==> src/sv/assert_macros.svh <==
// assertion helpers used by keypad_lock_controller_unit
`ifndef ASSERT_MACROS_SVH
`define ASSERT_MACROS_SVH

// same-cycle implication, checked outside reset
`define ASSERT_IMPLY(label, clk, rst_n, ante, cons) \
    label: assert property (@(posedge clk) disable iff (!(rst_n)) (ante) |-> (cons)) \
        else $error("same-cycle implication violated");

// next-cycle implication, checked outside reset
`define ASSERT_NEXT(label, clk, rst_n, ante, cons) \
    label: assert property (@(posedge clk) disable iff (!(rst_n)) (ante) |=> (cons)) \
        else $error("next-cycle implication violated");

`endif

==> src/sv/klc_pkg.sv <==
`timescale 1ns / 1ps
`default_nettype none
// ----------------------------------------------------------------------------
// klc_pkg
// Types and constants for the keypad lock controller: item kinds, event codes,
// configuration register indexes, reset values and the lock state record.
// ----------------------------------------------------------------------------
package klc_pkg;

    // configuration port
    localparam int CFG_INDEX_W = 3;
    localparam int CFG_DATA_W  = 12;

    localparam logic [CFG_INDEX_W-1:0] CFG_CODE_FIRST     = 3'd0;
    localparam logic [CFG_INDEX_W-1:0] CFG_CODE_SECOND    = 3'd1;
    localparam logic [CFG_INDEX_W-1:0] CFG_CODE_THIRD     = 3'd2;
    localparam logic [CFG_INDEX_W-1:0] CFG_CODE_FOURTH    = 3'd3;
    localparam logic [CFG_INDEX_W-1:0] CFG_RELOCK_TICKS   = 3'd4;
    localparam logic [CFG_INDEX_W-1:0] CFG_DOOR_THRESHOLD = 3'd5;

    // field widths
    localparam int DIGIT_W     = 4;
    localparam int SAMPLE_W    = 12;
    localparam int TICKS_W     = 8;
    localparam int CFG_DIGITS  = 4;

    // reset values, also the value of code digits past the fourth
    localparam logic [DIGIT_W-1:0]  CODE_DIGIT_RESET     = 4'd5;
    localparam logic [TICKS_W-1:0]  RELOCK_TICKS_RESET   = 8'd10;
    localparam logic [SAMPLE_W-1:0] DOOR_THRESHOLD_RESET = 12'd50;

    // item kind carried on tuser
    typedef enum logic [1:0] {
        MODE_KEY  = 2'd0,
        MODE_DOOR = 2'd1,
        MODE_TICK = 2'd2
    } mode_t;

    // event reported with each result
    typedef enum logic [3:0] {
        EV_NONE         = 4'd0,
        EV_DIGIT_TAKEN  = 4'd1,
        EV_UNLOCKED     = 4'd2,
        EV_ALREADY_OPEN = 4'd3,
        EV_REJECTED     = 4'd4,
        EV_DOOR_OPENED  = 4'd5,
        EV_DOOR_LOCKED  = 4'd6,
        EV_TIMER_RELOCK = 4'd7,
        EV_TIMER_DOOR   = 4'd8
    } event_t;

    // lock, door and relock timer state
    typedef struct packed {
        logic               lock_open;
        logic               door_open;
        logic               timer_running;
        logic [TICKS_W-1:0] relock_count;
    } lock_state_t;

endpackage
`default_nettype wire

==> src/sv/klc_step.sv <==
`timescale 1ns / 1ps
`default_nettype none
// ----------------------------------------------------------------------------
// klc_step
// Next-state logic for one item: digit entry and code check, door sample
// against the threshold, and relock countdown tick.
// ----------------------------------------------------------------------------
module klc_step #(
    parameter int CODE_LENGTH = 4,
    parameter int KEY_COUNT   = 9,
    parameter int CNT_W       = 2
) (
    input  wire logic [1:0]                       mode,
    input  wire logic [klc_pkg::DIGIT_W-1:0]      key,
    input  wire logic [klc_pkg::SAMPLE_W-1:0]     sample,
    input  wire logic [klc_pkg::DIGIT_W-1:0]      code_digit [klc_pkg::CFG_DIGITS],
    input  wire logic [klc_pkg::TICKS_W-1:0]      relock_ticks,
    input  wire logic [klc_pkg::SAMPLE_W-1:0]     door_threshold,
    input  wire klc_pkg::lock_state_t             state_cur,
    input  wire logic [CNT_W-1:0]                 digit_cnt,
    input  wire logic [klc_pkg::DIGIT_W-1:0]      digit_store [CODE_LENGTH],
    output klc_pkg::lock_state_t                  state_new,
    output logic [CNT_W-1:0]                      digit_cnt_new,
    output logic                                  store_wr_en,
    output logic [klc_pkg::DIGIT_W-1:0]           store_wr_digit,
    output klc_pkg::event_t                       event_code
);
    import klc_pkg::*;

    localparam logic [CNT_W-1:0] LAST_POS = CNT_W'(CODE_LENGTH - 1);

    logic                key_valid;
    logic                code_match;
    logic                door_high;
    logic [DIGIT_W-1:0]  expect_digit [CODE_LENGTH];
    logic [DIGIT_W-1:0]  got_digit    [CODE_LENGTH];

    // key must be below the key count; index fifteen has no digit
    assign key_valid      = ({1'b0, key} < 5'(KEY_COUNT)) && (key != 4'hF);
    assign store_wr_digit = key + 4'd1;
    assign door_high      = (sample >= door_threshold);

    // code check: stored digits plus the digit being pressed in the last place
    always_comb begin
        code_match = 1'b1;
        for (int i = 0; i < CODE_LENGTH; i++) begin
            expect_digit[i] = (i < CFG_DIGITS) ? code_digit[i % CFG_DIGITS]
                                               : CODE_DIGIT_RESET;
            got_digit[i]    = (i == CODE_LENGTH - 1) ? store_wr_digit : digit_store[i];
            if (got_digit[i] != expect_digit[i]) begin
                code_match = 1'b0;
            end
        end
    end

    // per-kind state update and event
    always_comb begin
        state_new     = state_cur;
        digit_cnt_new = digit_cnt;
        store_wr_en   = 1'b0;
        event_code    = EV_NONE;
        case (mode)
            MODE_KEY: begin
                if (key_valid) begin
                    store_wr_en = 1'b1;
                    if (digit_cnt != LAST_POS) begin
                        digit_cnt_new = digit_cnt + 1'b1;
                        event_code    = EV_DIGIT_TAKEN;
                    end else begin
                        digit_cnt_new = '0;
                        if (!code_match) begin
                            event_code = EV_REJECTED;
                        end else if (state_cur.lock_open) begin
                            event_code = EV_ALREADY_OPEN;
                        end else begin
                            state_new.lock_open     = 1'b1;
                            state_new.relock_count  = relock_ticks;
                            state_new.timer_running = 1'b1;
                            event_code              = EV_UNLOCKED;
                        end
                    end
                end
            end
            MODE_DOOR: begin
                if (door_high) begin
                    if (!state_cur.door_open) begin
                        state_new.door_open = 1'b1;
                        event_code          = EV_DOOR_OPENED;
                    end
                end else if (state_cur.door_open) begin
                    state_new.door_open = 1'b0;
                    state_new.lock_open = 1'b0;
                    event_code          = EV_DOOR_LOCKED;
                end
            end
            MODE_TICK: begin
                if (state_cur.timer_running) begin
                    if (state_cur.relock_count > 8'd1) begin
                        state_new.relock_count = state_cur.relock_count - 8'd1;
                    end else begin
                        state_new.relock_count  = '0;
                        state_new.timer_running = 1'b0;
                        if (state_cur.door_open) begin
                            event_code = EV_TIMER_DOOR;
                        end else if (state_cur.lock_open) begin
                            state_new.lock_open = 1'b0;
                            event_code          = EV_TIMER_RELOCK;
                        end
                    end
                end
            end
            default: begin
                event_code = EV_NONE;
            end
        endcase
    end

endmodule
`default_nettype wire

==> src/sv/keypad_lock_controller_unit.sv <==
`timescale 1ns / 1ps
`default_nettype none
`include "assert_macros.svh"
// ----------------------------------------------------------------------------
// keypad_lock_controller_unit
// Combination lock: key presses build a code, door samples track the door,
// timer ticks count down to an automatic relock.
// ----------------------------------------------------------------------------
// Usage
//   Input stream s_*: tuser carries the item kind (key press, door sample,
//   timer tick), tdata the key index and the door sensor reading.
//   Output stream m_*: one result per input item, in order, with lock state,
//   door state, event code and the number of digits held.
//   Configuration: cfg_wr_en/cfg_wr_index/cfg_wr_data write the four code
//   digits, the relock length and the door threshold; write only while idle.
//   Pipeline: two register stages; the item lands in the input register when
//   it transfers, and the single-pass update loads the result register from
//   it once the result stage is free, raising m_tvalid.
//   Throughput: one item per cycle while m_tready stays high; the state
//   update is one short combinational pass.
//   Reset: aresetn low clears both stages, the lock and door state, the
//   timer and the digit count, and loads the default configuration.
//   Stall: while m_tready is low the result holds; the input register still
//   takes one more item, then s_tready drops until the result leaves.
// ----------------------------------------------------------------------------
module keypad_lock_controller_unit #(
    parameter int CODE_LENGTH = 4,
    parameter int KEY_COUNT   = 9
) (
    input  wire logic                              aclk,
    input  wire logic                              aresetn,
    // input stream
    input  wire logic                              s_tvalid,
    output logic                                   s_tready,
    input  wire logic [15:0]                       s_tdata,  // key[3:0], sample[15:4]
    input  wire logic [1:0]                        s_tuser,  // mode[1:0]
    // result stream
    output logic                                   m_tvalid,
    input  wire logic                              m_tready,
    output logic [7:0]                             m_tdata,  // lock_open[0],
                                                             // door_open[1],
                                                             // event_res[5:2],
                                                             // digits_entered[7:6]
    // configuration writes
    input  wire logic                              cfg_wr_en,
    input  wire logic [klc_pkg::CFG_INDEX_W-1:0]   cfg_wr_index,
    input  wire logic [klc_pkg::CFG_DATA_W-1:0]    cfg_wr_data
);
    import klc_pkg::*;

    localparam int CNT_W = (CODE_LENGTH > 1) ? $clog2(CODE_LENGTH) : 1;

    // configuration registers
    logic [DIGIT_W-1:0]  code_digit_reg [CFG_DIGITS];
    logic [TICKS_W-1:0]  relock_ticks_reg;
    logic [SAMPLE_W-1:0] door_threshold_reg;

    // input stage
    logic                in_valid_reg;
    logic [1:0]          in_mode_reg;
    logic [DIGIT_W-1:0]  in_key_reg;
    logic [SAMPLE_W-1:0] in_sample_reg;

    // block state
    lock_state_t         state_reg;
    lock_state_t         state_next;
    logic [CNT_W-1:0]    digit_cnt_reg;
    logic [CNT_W-1:0]    digit_cnt_next;
    logic [DIGIT_W-1:0]  digit_store_reg [CODE_LENGTH];

    // result stage
    logic                out_valid_reg;
    logic [7:0]          out_data_reg;
    logic [7:0]          out_data_next;

    logic                out_ready;
    logic                advance;
    logic                in_take;
    logic                store_wr_en;
    logic [DIGIT_W-1:0]  store_wr_digit;
    event_t              step_event;
    logic [CNT_W+1:0]    cnt_ext;

    // handshake: result stage frees up when empty or taken
    assign out_ready = !out_valid_reg || m_tready;
    assign advance   = in_valid_reg && out_ready;
    assign s_tready  = !in_valid_reg || out_ready;
    assign in_take   = s_tvalid && s_tready;
    assign m_tvalid  = out_valid_reg;
    assign m_tdata   = out_data_reg;

    // configuration register file
    always_ff @(posedge aclk) begin
        if (!aresetn) begin
            for (int i = 0; i < CFG_DIGITS; i++) begin
                code_digit_reg[i] <= CODE_DIGIT_RESET;
            end
            relock_ticks_reg   <= RELOCK_TICKS_RESET;
            door_threshold_reg <= DOOR_THRESHOLD_RESET;
        end else if (cfg_wr_en) begin
            case (cfg_wr_index)
                CFG_CODE_FIRST:     code_digit_reg[0]  <= cfg_wr_data[DIGIT_W-1:0];
                CFG_CODE_SECOND:    code_digit_reg[1]  <= cfg_wr_data[DIGIT_W-1:0];
                CFG_CODE_THIRD:     code_digit_reg[2]  <= cfg_wr_data[DIGIT_W-1:0];
                CFG_CODE_FOURTH:    code_digit_reg[3]  <= cfg_wr_data[DIGIT_W-1:0];
                CFG_RELOCK_TICKS:   relock_ticks_reg   <= cfg_wr_data[TICKS_W-1:0];
                CFG_DOOR_THRESHOLD: door_threshold_reg <= cfg_wr_data[SAMPLE_W-1:0];
                default: ;
            endcase
        end
    end

    // single-pass state update
    klc_step #(
        .CODE_LENGTH (CODE_LENGTH),
        .KEY_COUNT   (KEY_COUNT),
        .CNT_W       (CNT_W)
    ) u_step (
        .mode           (in_mode_reg),
        .key            (in_key_reg),
        .sample         (in_sample_reg),
        .code_digit     (code_digit_reg),
        .relock_ticks   (relock_ticks_reg),
        .door_threshold (door_threshold_reg),
        .state_cur      (state_reg),
        .digit_cnt      (digit_cnt_reg),
        .digit_store    (digit_store_reg),
        .state_new      (state_next),
        .digit_cnt_new  (digit_cnt_next),
        .store_wr_en    (store_wr_en),
        .store_wr_digit (store_wr_digit),
        .event_code     (step_event)
    );

    // pack the result from the updated state
    assign cnt_ext       = {2'b00, digit_cnt_next};
    assign out_data_next = {cnt_ext[1:0], step_event, state_next.door_open,
                            state_next.lock_open};

    // control registers
    always_ff @(posedge aclk) begin
        if (!aresetn) begin
            in_valid_reg  <= 1'b0;
            out_valid_reg <= 1'b0;
            state_reg     <= '0;
            digit_cnt_reg <= '0;
        end else begin
            if (in_take) begin
                in_valid_reg <= 1'b1;
            end else if (advance) begin
                in_valid_reg <= 1'b0;
            end
            if (advance) begin
                out_valid_reg <= 1'b1;
                state_reg     <= state_next;
                digit_cnt_reg <= digit_cnt_next;
            end else if (m_tready) begin
                out_valid_reg <= 1'b0;
            end
        end
    end

    // payload registers
    always_ff @(posedge aclk) begin
        if (in_take) begin
            in_mode_reg   <= s_tuser;
            in_key_reg    <= s_tdata[DIGIT_W-1:0];
            in_sample_reg <= s_tdata[DIGIT_W+SAMPLE_W-1:DIGIT_W];
        end
        if (advance) begin
            out_data_reg <= out_data_next;
        end
        if (advance && store_wr_en) begin
            digit_store_reg[digit_cnt_reg] <= store_wr_digit;
        end
    end

    // checks
    `ASSERT_IMPLY(a_timer_idle_zero, aclk, aresetn,
        !state_reg.timer_running, state_reg.relock_count == '0)
    `ASSERT_IMPLY(a_cnt_in_range, aclk, aresetn,
        1'b1, digit_cnt_reg <= CNT_W'(CODE_LENGTH - 1))
    `ASSERT_NEXT(a_unlock_arms, aclk, aresetn,
        advance && (step_event == EV_UNLOCKED),
        state_reg.lock_open && state_reg.timer_running)

endmodule
`default_nettype wire

==> config.mk <==
export PLATFORM = sky130hd
export DESIGN_NAME = keypad_lock_controller_unit
export DESIGN_NICKNAME = d
export VERILOG_FILES = /design/src/sv/klc_pkg.sv /design/src/sv/klc_step.sv /design/src/sv/keypad_lock_controller_unit.sv
export VERILOG_INCLUDE_DIRS = /design/src /design/src/sv
export SDC_FILE = /design/constraint.sdc
export NUM_CORES = 1
export LEC_CHECK = 0
export ABC_AREA = 1
export BUFFER_PORTS_ARGS = -buffer_cell sky130_fd_sc_hd__buf_4
export CORE_UTILIZATION = 45
export CTS_CLUSTER_SIZE = 24
export DETAILED_ROUTE_END_ITERATION = 12
export GPL_TIMING_DRIVEN = 0
export PLACE_DENSITY = 0.65
export SYNTH_ARGS = -nofsm -noshare
export SYNTH_HDL_FRONTEND = slang
export SYNTH_SLANG_ARGS = --single-unit
export TNS_END_PERCENT = 5
==> constraint.sdc <==
create_clock -name aclk -period 4.6 [get_ports aclk]
set_input_delay 0.92 -clock aclk [delete_from_list [all_inputs] [get_ports aclk]]
set_output_delay 0.92 -clock aclk [all_outputs]
set_load 0.005 [all_outputs]
Word level (Yosys, flattened, before mapping)

Cells that the tools add are included.

Bits in registers: 93
Input bits: 38
Output and inout bits: 10
Word-level logic and storage cells: 117

Add/sub/neg operators: 3
Magnitude comparators: 5
Eq/ne operators: 18
Mux-type cells: 47
Bitwise logic cells: 1
Reduce and logical (&&, ||, !) cells: 22

Operator list:

| cell                | count |
|---|---|
| $mux 9              | 5 |
| $mux 4              | 6 |
| $mux 1              | 21 |
| $pmux 9 s2          | 1 |
| $bwmux 16           | 1 |
| $ne 4x4->1          | 4 |
| $mux 3              | 5 |
| $ge 12x12->1        | 1 |
| $pmux 4 s3          | 1 |
| $reduce_and 2->1    | 6 |
| $demux 4 s2         | 1 |
| $gt 8x1->1 const B  | 1 |
| $mux 2              | 4 |
| $mux 8              | 1 |
| $ne 2x2->1 const B  | 4 |
| $sub 8x1->8 const B | 1 |
| $reduce_and 7->1    | 1 |
| $eq 3x2->1 const B  | 2 |
| $eq 3x3->1 const B  | 2 |
| $reduce_and 6->1    | 1 |
| $reduce_bool 2->1   | 3 |
| $logic_and 1x1->1   | 5 |
| $add 4x1->4 const B | 1 |
| $lt 4x4->1 const B  | 1 |
| other kinds (14)    | 17 |

Longest topological paths before layout

Gate-level depths: netlist (run 1).

Depth in word-level cells: 9
Gate-level depth with buffers: 15
Gate-level depth less buffers: 15

By module

A second synthesis (run 1) with hierarchy kept.

Cells, all modules: 625
Area total of the unflattened synthesis: 4,901.0 um^2

By module, submodules not included:

| module                      | times used | cells each | area each (um^2) | seq. area each (um^2) |
|---|---|---|---|---|
| keypad_lock_controller_unit | 1          | 348        | 3,388.2          | 2,282.2 |
| klc_step                    | 1          | 277        | 1,512.7          | 0.0 |

Worst setup path before layout (run 1)

No wires, ideal clock.

Kind: input to output
Start: input port m_tready
End: output port s_tready
Arrival: 1.069 ns
Data required time: 3.680 ns
Slack: 2.611 ns
Stages on the path: 2
Path buffers: 0
Path through: inv_1 > nand3_1

Longest elaborated chain between the ends: 2

RTL lines:

| element            | line                              | text |
|---|---|---|
| start: declaration | keypad_lock_controller_unit.sv:39 | `input wire logic m_tready,` |
| $logic_or 1x1->1   | keypad_lock_controller_unit.sv:85 | `assign out_ready = !out_valid_reg \|\| m_tready;` |
| $logic_or 1x1->1   | keypad_lock_controller_unit.sv:87 | `assign s_tready = !in_valid_reg \|\| out_ready;` |
| end: declaration   | keypad_lock_controller_unit.sv:34 | `output logic s_tready,` |

Every way passes these cells.

Worst setup path after layout (run 1)

Same ends and word-level chain as after synthesis.

==> run metrics, run 1 <==
antenna-violating nets left 0; Final Hold Viols 0; initial antenna violation count 0; cell mode on critical path buf_4; number of global-route vias before repair 3,459; fraction of layout cells with a size suffix above 1 between 10 and 15%; syn nets around 600; worst reg2reg path depth 11; part of the power in registers about 56%; P_sw ~0.4 mW; crit path time final 2.26 ns; maximum root-to-sink buffer count 2; register area share after synthesis 49.0%; synthesized flop and latch total 89; Final nets roughly 660; RR Endpoint state_reg[7]; clock share of power between 30% and 40%; CP Cell Sequence buf_4 -> inv_1 -> nand3_1 -> buf_4; worst min path class register to register; Initial DRC Count about 180; wire per inst 12.8 um; Layout Area Growth over Synthesis 15.5%; YS warnings 0; fill count 926; Port Buffer Count 46; GRT overflow 0; EDFF count, synth 38; TritonCTS clock tree built; wl on met1 4410 um; kind of critical path primary input to output pin; Crit. End Element output pin; Placer Congestion 0.907; P per Cell Area around 310 mW/mm^2; DRC 0; Die H 101 um; clock latency on the worst-skew pair 0.36 ns; CTS Buf Count 9; asr flop ratio synth 0%; Gate Count Post-Synth 542; drt total wl 9370 um; initial core utilization about 47%; vias per cell 4.84; Root Driver clkbuf_8; endpoints failing setup 0; Vias 3,550; Sw Ratio 24.9%; CP max FO 3; worst hold start door_threshold_reg[7]; CORE AREA 0.00937 mm^2; Worst Path Required ~3.7 ns; max reg flops 16; fin util 54.4%; Worst-path clk slew 0.08 ns; CTS hold repair buffers 0; Synth cell types 32; crit-path max cell delay 0.16 ns; clock sinks 89; first-pass GRT wire length 15,800 um; DR WL met3 332 um; post-cts resize count 0; Worst slew margin 49.6%; register-to-register setup slack roughly 2.4 ns; f_max about 440 MHz; Setup TNS 0 ns; Worst Skew 0.0130 ns; RSZ-0062 raised after global routing false; chip width 101 um; Total GRT Usage 20.1%; largest net degree at the start of global routing 19; MaxCap Viol Count 0; synthesized cell area 0.00442 mm^2; CTS H-tree depth 3; Die ar. between 0.01 and 0.015 mm^2; # diodes 0; Worst-Margin Slew 0.755 ns; postcts setup bufs 0; post-detail-place hpwl a little over 7000 um; num ports 48; WL met2 4520 um; uppermost layer routed met4; Arrival @ worst endpoint 1.34 ns; Placement Rows 35; final number of max-transition violations 0; Hold Path End door_threshold_reg[7]; hold path cells 2; first-pass iteration count of the detailed router 4; Pint 1.17 mW; most common cell after layout, fill and taps aside nand2_1; peak supply drop between 0.15 and 0.2 mV; Worst Setup Start Kind primary input; crit path from m_tready; Syn Area/Cell between 8 and 9 um^2; Final Cycle Share a little under 50%; Leakage between 2 and 2.5 nW; main flop type after synthesis dfxtp_1; most frequent cells in the layout nand2_1, inv_1, nor2_1; r2r startpoint in_key_reg[0]; logic gate share of total power 10.9%; Critical-path top delay cell buf_4; status finished, final reports clean
[kinds of logic (layout without fill, tap and decap cells)]
| logic type | Yosys count | count (layout) | share of synthesized area, % |
|---|---|---|---|
| and+or+nand+nor | 239 | 239 | 23.6 |
| buffers and inverters | 93 | 155 | 8.19 |
| DFF | 89 | 89 | 49.0 |
| AOI/OAI and AO/OA | 85 | 85 | 10.3 |
| adders and majority gates | 22 | 22 | 6.23 |
| xor gates and xnor gates | 14 | 14 | 2.78 |
[critical path: cells and delay by family]
kind          cells  cell delay, ns
buf+inv           3            0.33
simple gates      1            0.10
[how the worst max path moves through the flow]
stage,endpoint,slack (ns),depth (start not counted)
2_1_floorplan,s_tready,2.61,2
3_3_place_gp,door_threshold_reg[10],2.21,9
3_5_place_dp,door_threshold_reg[10],2.19,9
4_1_cts,s_tready,2.35,4
5_1_grt,state_reg[7],2.18,12
6_report,s_tready,2.34,4
[layout make-up]
cell class,count,area (um^2),area share [%]
Sequential cell,89,2160,42.4
Multi-Input combinational cell,360,1890,37.1
Timing Repair Buffer,46,345,6.77
Inverter,86,323,6.33
Tap cell,129,161,3.16
Clock buffer,12,135,2.65
Clock inverter,4,43.8,0.858
Buffer,7,38.8,0.760
[stage by stage]
step                hold slack [ns]  setup WS [ns]  instance area [um^2]  power, mW  cells
floorplan                     0.429           2.61                  4420      0.992    542
global placement              0.447           2.21                  4920       1.06    717
detailed placement            0.455           2.19                  4920       1.06    717
CTS                           0.468           2.35                  5100       1.57    733
global route                  0.493           2.18                  5100       1.63    733
finish                        0.468           2.34                  5100       1.56    733
[metal layers]
layer	vias to the layer above	global-route usage (%)
li1	1859	-
met1	1622	26.0
met2	57	33.5
met3	12	4.16
met4	0	6.91
met5	-	0
[power groups by stage]
| stage | clock, mW | sequential [mW] | combinational [mW] |
|---|---|---|---|
| 6_report | 0.519 | 0.872 | 0.171 |
| 4_1_cts | 0.529 | 0.872 | 0.172 |
| 5_1_grt | 0.558 | 0.876 | 0.195 |
| 2_1_floorplan | 0 | 0.886 | 0.105 |
| 3_5_place_dp | 0 | 0.890 | 0.171 |
| 3_3_place_gp | 0 | 0.889 | 0.166 |
[synth_stat cells, types with 3 or more instances]
cell / n / area [um^2]
xor2_1: 7 / 61.3
o211ai_1: 7 / 52.6
inv_1: 78 / 293
nand4_1: 5 / 31.3
nand3_1: 21 / 105
edfxtp_1: 38 / 1140
dfxtp_1: 51 / 1020
nand2_2: 6 / 37.5
nor2_2: 3 / 18.8
a21oi_1: 26 / 130
xnor2_1: 7 / 61.3
nand3_2: 3 / 30.0
nor2_4: 3 / 33.8
nor2_1: 71 / 267
nand2_1: 116 / 435
clkbuf_1: 4 / 15.0
inv_2: 8 / 30.0
ha_1: 22 / 275
o21ai_0: 47 / 235
nor3_1: 6 / 30.0
(Power assumes the default switching activity.)
==> run 2, diff against run 1 <==
PLACE_DENSITY = 0.67   (was 0.65)
clock period = 1.96 ns   (was 4.6 ns; I/O delays follow)
==> run metrics, run 2 (synthesis gave the netlist of run 1 again) <==
worst hold start s_tdata[3]; Initial DRC Count 196; Leakage 2.43 nW; vias per cell 4.92; MaxCap Viol Count 0; Crit. End Element register; most frequent cells in the layout nand2_1, inv_1, nor2_1; Placement Rows 35; wire per inst 13.1 um; DRC 0; # diodes 0; crit path time final 2.02 ns; Vias roughly 3,700; Root Driver clkbuf_8; Die ar. between 0.01 and 0.015 mm^2; Arrival @ worst endpoint 2.13 ns; CTS Buf Count 9; maximum root-to-sink buffer count 2; Critical-path top delay cell edfxtp_1; worst reg2reg path depth 15; final setup margin -0.0614 ns; RSZ-0062 raised after global routing true; Final Cycle Share 103%; uppermost layer routed met4; initial core utilization between 40 and 50%; Worst-Margin Slew 0.690 ns; Final nets ~670; CORE AREA 0.00937 mm^2; fraction of layout cells with a size suffix above 1 between 20% and 30%; CP Cell Sequence buf_6 -> ha_4 -> buf_4 -> nand2_2 -> nand3_2 -> nand2_2 -> inv_2 -> nand3_2 -> nor2_2 -> nand2_2 -> buf_4 -> buf_4 -> o21ai_0 -> nand2_1 -> nand3_2; DR WL met3 535 um; worst min path class primary input to register; WL met2 4620 um; drt total wl 9790 um; Placer Congestion between 0.9 and 1; status finished, violations left; r2r startpoint in_key_reg[0]; Layout Area Growth over Synthesis 21.5%; Worst Setup Start Kind register; RR Endpoint m_tdata[2]; endpoints failing setup 6; Hold Path End in_key_reg[3]; first-pass iteration count of the detailed router 4; number of global-route vias before repair 3,499; clock sinks approximately 90; Total GRT Usage 21.1%; wl on met1 4480 um; Port Buffer Count 46; Final Hold Viols 0; num ports 48; final number of max-transition violations 0; Worst Skew 0.0139 ns; Die H ~100 um; Post-DP Area approximately 0.0049 mm^2; P per Cell Area 737 mW/mm^2; post-detail-place hpwl 7140 um; CP top delay family simple AND/OR/NAND/NOR gates; first-pass GRT wire length 16,300 um; clock latency on the worst-skew pair 0.36 ns; initial antenna violation count 0; CP Buf/Inv Count 5; max reg flops 16; TritonCTS clock tree built; antenna-violating nets left 0; Design Area, Final 0.00537 mm^2; chip width around 100 um; Worst slew margin 53.9%; most common cell after layout, fill and taps aside nand2_1; f_max around 500 MHz; register-to-register setup slack -0.06 ns; CTS H-tree depth 3; failing checks setup timing; hold path cells 1; crit-path max cell delay 0.44 ns; largest net degree at the start of global routing 19; peak supply drop 0.368 mV; Worst-path clk slew 0.09 ns; Worst Path Required 2.06 ns; CP max FO 3; GRT overflow 0; hold_ws about 0.2 ns; kind of critical path register to register
[run 2: changes by cell type in the layout (fill, tap and decap cells not counted), sizes merged]
cell | previous run | this run
buf | 48 | 61
clkinvlp | 0 | 1
bufinv | 1 | 3
clkbuf | 17 | 14
clkinv | 3 | 2
[run 2: timing repair]
| item | 4_1_cts | 5_1_grt |
|---|---|---|
| cloned | 1 | 0 |
| hold buffers | 0 | 0 |
| buffers inserted | 10 | 2 |
| resized for setup | 18 | 14 |
| endpoints found under the setup margin | 28 | 26 |
| pin swaps | 7 | 3 |
[run 2: cell type report]
cell class | instances | area (um^2)
timing repair buffer | 59 | 450
sequential | 89 | 2160
fill | 890 | 4010
clock inverter | 6 | 108
tap | 129 | 161
multi-input combinational | 360 | 2000
inverter | 86 | 325
clock buffer | 9 | 124
buffer | 7 | 38.8
[run 2: report_power, final]
group | internal [mW] | leakage, nW | switching [mW] | total [mW]
Combinational | 0.190 | 1.54 | 0.259 | 0.448
Sequential | 2.01 | 0.776 | 0.0400 | 2.05
Clock | 0.835 | 0.115 | 0.627 | 1.46
[run 2: worst max path at each step]
stage	start	cells past startpoint	slack, ns	end
global placement	in_key_reg[0]	11	-0.29	state_reg[7]
finish	in_key_reg[0]	15	-0.06	m_tdata[2]
CTS	in_key_reg[0]	16	-0.03	state_reg[7]
global route	in_key_reg[0]	16	-0.18	state_reg[7]
detailed placement	in_key_reg[0]	11	-0.35	state_reg[7]
floorplan	in_key_reg[0]	11	0.11	state_reg[7]
[run 2: routing by layer]
| metal | vias up | global-route usage (%) |
|---|---|---|
| li1 | 1879 | - |
| met1 | 1684 | 27.0 |
| met2 | 87 | 34.7 |
| met3 | 16 | 5.13 |
| met4 | 0 | 7.13 |
| met5 | - | 0 |
[run 2: through the flow]
step	instances	setup TNS [ns]	power [mW]	utilization, %	setup WS, ns
final	745	-0.185	3.96	57.2	-0.0614
after global routing	745	-1.66	4.13	57.2	-0.184
after CTS	743	-0.107	3.98	56.6	-0.0328
after detailed placement	717	-5.95	2.49	52.5	-0.346
after global placement	717	-4.96	2.48	52.5	-0.293
after floorplan	542	0	2.33	-	0.109
==> run 3, diff against run 2 <==
ABC_AREA = not set   (was 1)
==> run metrics, run 3 <==
status finished, violations left; failing checks setup timing; largest net degree at the start of global routing 19; CP max FO 3; fill count 806; Worst-Margin Slew between 0.9 and 1 ns; Final Cycle Share 114%; initial core utilization 46.7%; total chip power 3.75 mW; Yosys top cell area share between 20% and 30%; FF+latch area 0.00216 mm^2; most frequent cells in the layout nand2_1, buf_4, dfxtp_1; synthesized cell area 0.00436 mm^2; GRT overflow 0; Sw Ratio 25.4%; CTS H-tree depth 3; Synth area leaders edfxtp_1, dfxtp_1, nand2_1, ha_1, mux2i_1; f_max 446 MHz; worst hold start s_tdata[0]; antenna-violating nets left 0; CTS hold repair buffers 0; wire per inst 14.8 um; post-detail-place hpwl slightly below 7000 um; hold_ws 0.199 ns; Pint 2.80 mW; clock sinks 89; synthesized flop and latch total 89; kind of critical path register to register; r2r startpoint in_sample_reg[5]; cell mode on critical path a21o_1; YS warnings 0; largest area contributor in the netlist edfxtp_1; Design Area, Final 0.00532 mm^2; crit path time final ~2.2 ns; CORE AREA between 0.009 and 0.01 mm^2; CP Cell Sequence ha_4 -> a21o_1 -> a21o_1 -> a221oi_4 -> o21ai_4 -> ha_4 -> a211oi_2 -> a21o_1 -> a31oi_1; clock latency on the worst-skew pair 0.36 ns; Crit. End Element register; main flop type after synthesis dfxtp_1; Placer Congestion 0.873; Vias 3,347; Arrival @ worst endpoint 2.36 ns; Worst-path clk slew 0.10 ns; Final nets 565; Root Driver clkbuf_8; RSZ-0062 raised after global routing true; first-pass iteration count of the detailed router 5; chip width 100 um; crit-path max cell delay 0.42 ns; drt total wl 9470 um; most common cell after layout, fill and taps aside nand2_1; crit path from in_sample_reg[5]; TritonCTS clock tree built; P_sw 0.953 mW; fraction of layout cells with a size suffix above 1 22.5%; CTS Buf Count 9; first-pass GRT wire length 15,500 um; final number of max-transition violations 0; Post-DP Area 0.00489 mm^2; Critical-path top delay cell edfxtp_1; Port Buffer Count between 40 and 50; initial antenna violation count 0; Leakage ~2.1 nW; logic gate share of total power 11.6%; number of global-route vias before repair 3,183; vias per cell 5.24; CP Buf/Inv Count 0; peak supply drop 0.416 mV; MaxCap Viol Count 0; worst min path class primary input to register; num ports 48; clock share of power roughly a third; max reg flops 16; EDFF count, synth 38; Layout Area Growth over Synthesis 22.1%; endpoints failing setup 15; count leader, synth nand2_1; Final Hold Viols 0; Worst slew margin ~37%; Synth cell types a little under 60; Initial DRC Count 137; Worst Skew about 0.016 ns; Die ar. 0.0101 mm^2; # diodes 0; Post-synth top cells nand2_1, dfxtp_1, edfxtp_1; maximum root-to-sink buffer count 2; register area share after synthesis 49.6%; Syn Area/Cell slightly below 10 um^2; Setup TNS -2.57 ns; CP top delay family compound AO/OA/AOI/OAI gates; Die H 100 um; syn nets 500; Worst Setup Start Kind register; Placement Rows 35; Total GRT Usage between 20 and 25%; final setup margin -0.284 ns; Worst Path Required around 2.1 ns; DRC 0; Gate Count Post-Synth 440; area taken by multi-input logic gates 0.00219 mm^2; P per Cell Area slightly above 700 mW/mm^2; part of the power in registers a little over half; asr flop ratio synth 0%
run 3: worst reg2reg max path, delay by kind of cell, from the launching register on:
family,cells,cell delay (ns)
AO/OA/AOI/OAI,7,1.17
flip-flops,1,0.42
adder cells (fa/ha/maj),2,0.42
run 3: power by group through the flow:
stage	Clock (mW)	Combinational [mW]	Sequential [mW]
finish	1.29	0.436	2.02
global route	1.40	0.481	2.03
CTS	1.32	0.421	2.02
detailed placement	0	0.382	2.06
global placement	0	0.374	2.06
floorplan	0	0.231	2.06
run 3: area by class of cell:
cell class | instances | area share, %
Multi-Input combinational cell | 309 | 41.2
Sequential cell | 89 | 40.6
Timing Repair Buffer | 54 | 7.62
Tap cell | 129 | 3.03
Clock buffer | 9 | 2.33
Buffer | 20 | 2.23
Inverter | 22 | 1.55
Clock inverter | 7 | 1.43
run 3: kinds of logic after synthesis:
kind of cell,after synthesis,share of synthesized area (%)
xor+xnor,21,4.57
mux,20,4.60
buf+inv,42,4.37
compound gates,78,11.7
fa+ha+maj,22,6.32
simple gates,168,18.8
flops,89,49.6
run 3: worst paths after layout:
path / to / slack, ns / cells after the start
setup / recovery: m_tdata[2] / -0.28 / 9
setup reg to reg: m_tdata[2] / -0.28 / 9
hold reg to reg: door_threshold_reg[8] / 0.46 / 2
hold / removal: in_key_reg[0] / 0.20 / 1
run 3: routing by layer:
| metal | wire length [um] | vias up | track usage [%] |
|---|---|---|---|
| li1 | - | 1674 | - |
| met1 | 4470 | 1574 | 26.0 |
| met2 | 4420 | 84 | 33.9 |
| met5 | 0 | - | 0 |
| met3 | 441 | 15 | 4.87 |
| met4 | 131 | 0 | 5.46 |
run 3: metrics by stage:
| step | std cells | setup slack (ns) | utilization [%] |
|---|---|---|---|
| 2_1_floorplan | 440 | -0.114 | - |
| 3_3_place_gp | 616 | -0.494 | 52.4 |
| 3_5_place_dp | 616 | -0.512 | 52.4 |
| 4_1_cts | 636 | -0.298 | 56.3 |
| 5_1_grt | 639 | -0.377 | 57.0 |
| 6_report | 639 | -0.284 | 57.0 |
run 3: what timing repair did:
item	4_1_cts	5_1_grt
gates resized for setup	28	10
buffers inserted	4	3
endpoints found under the setup margin	31	27
pin swaps	8	13
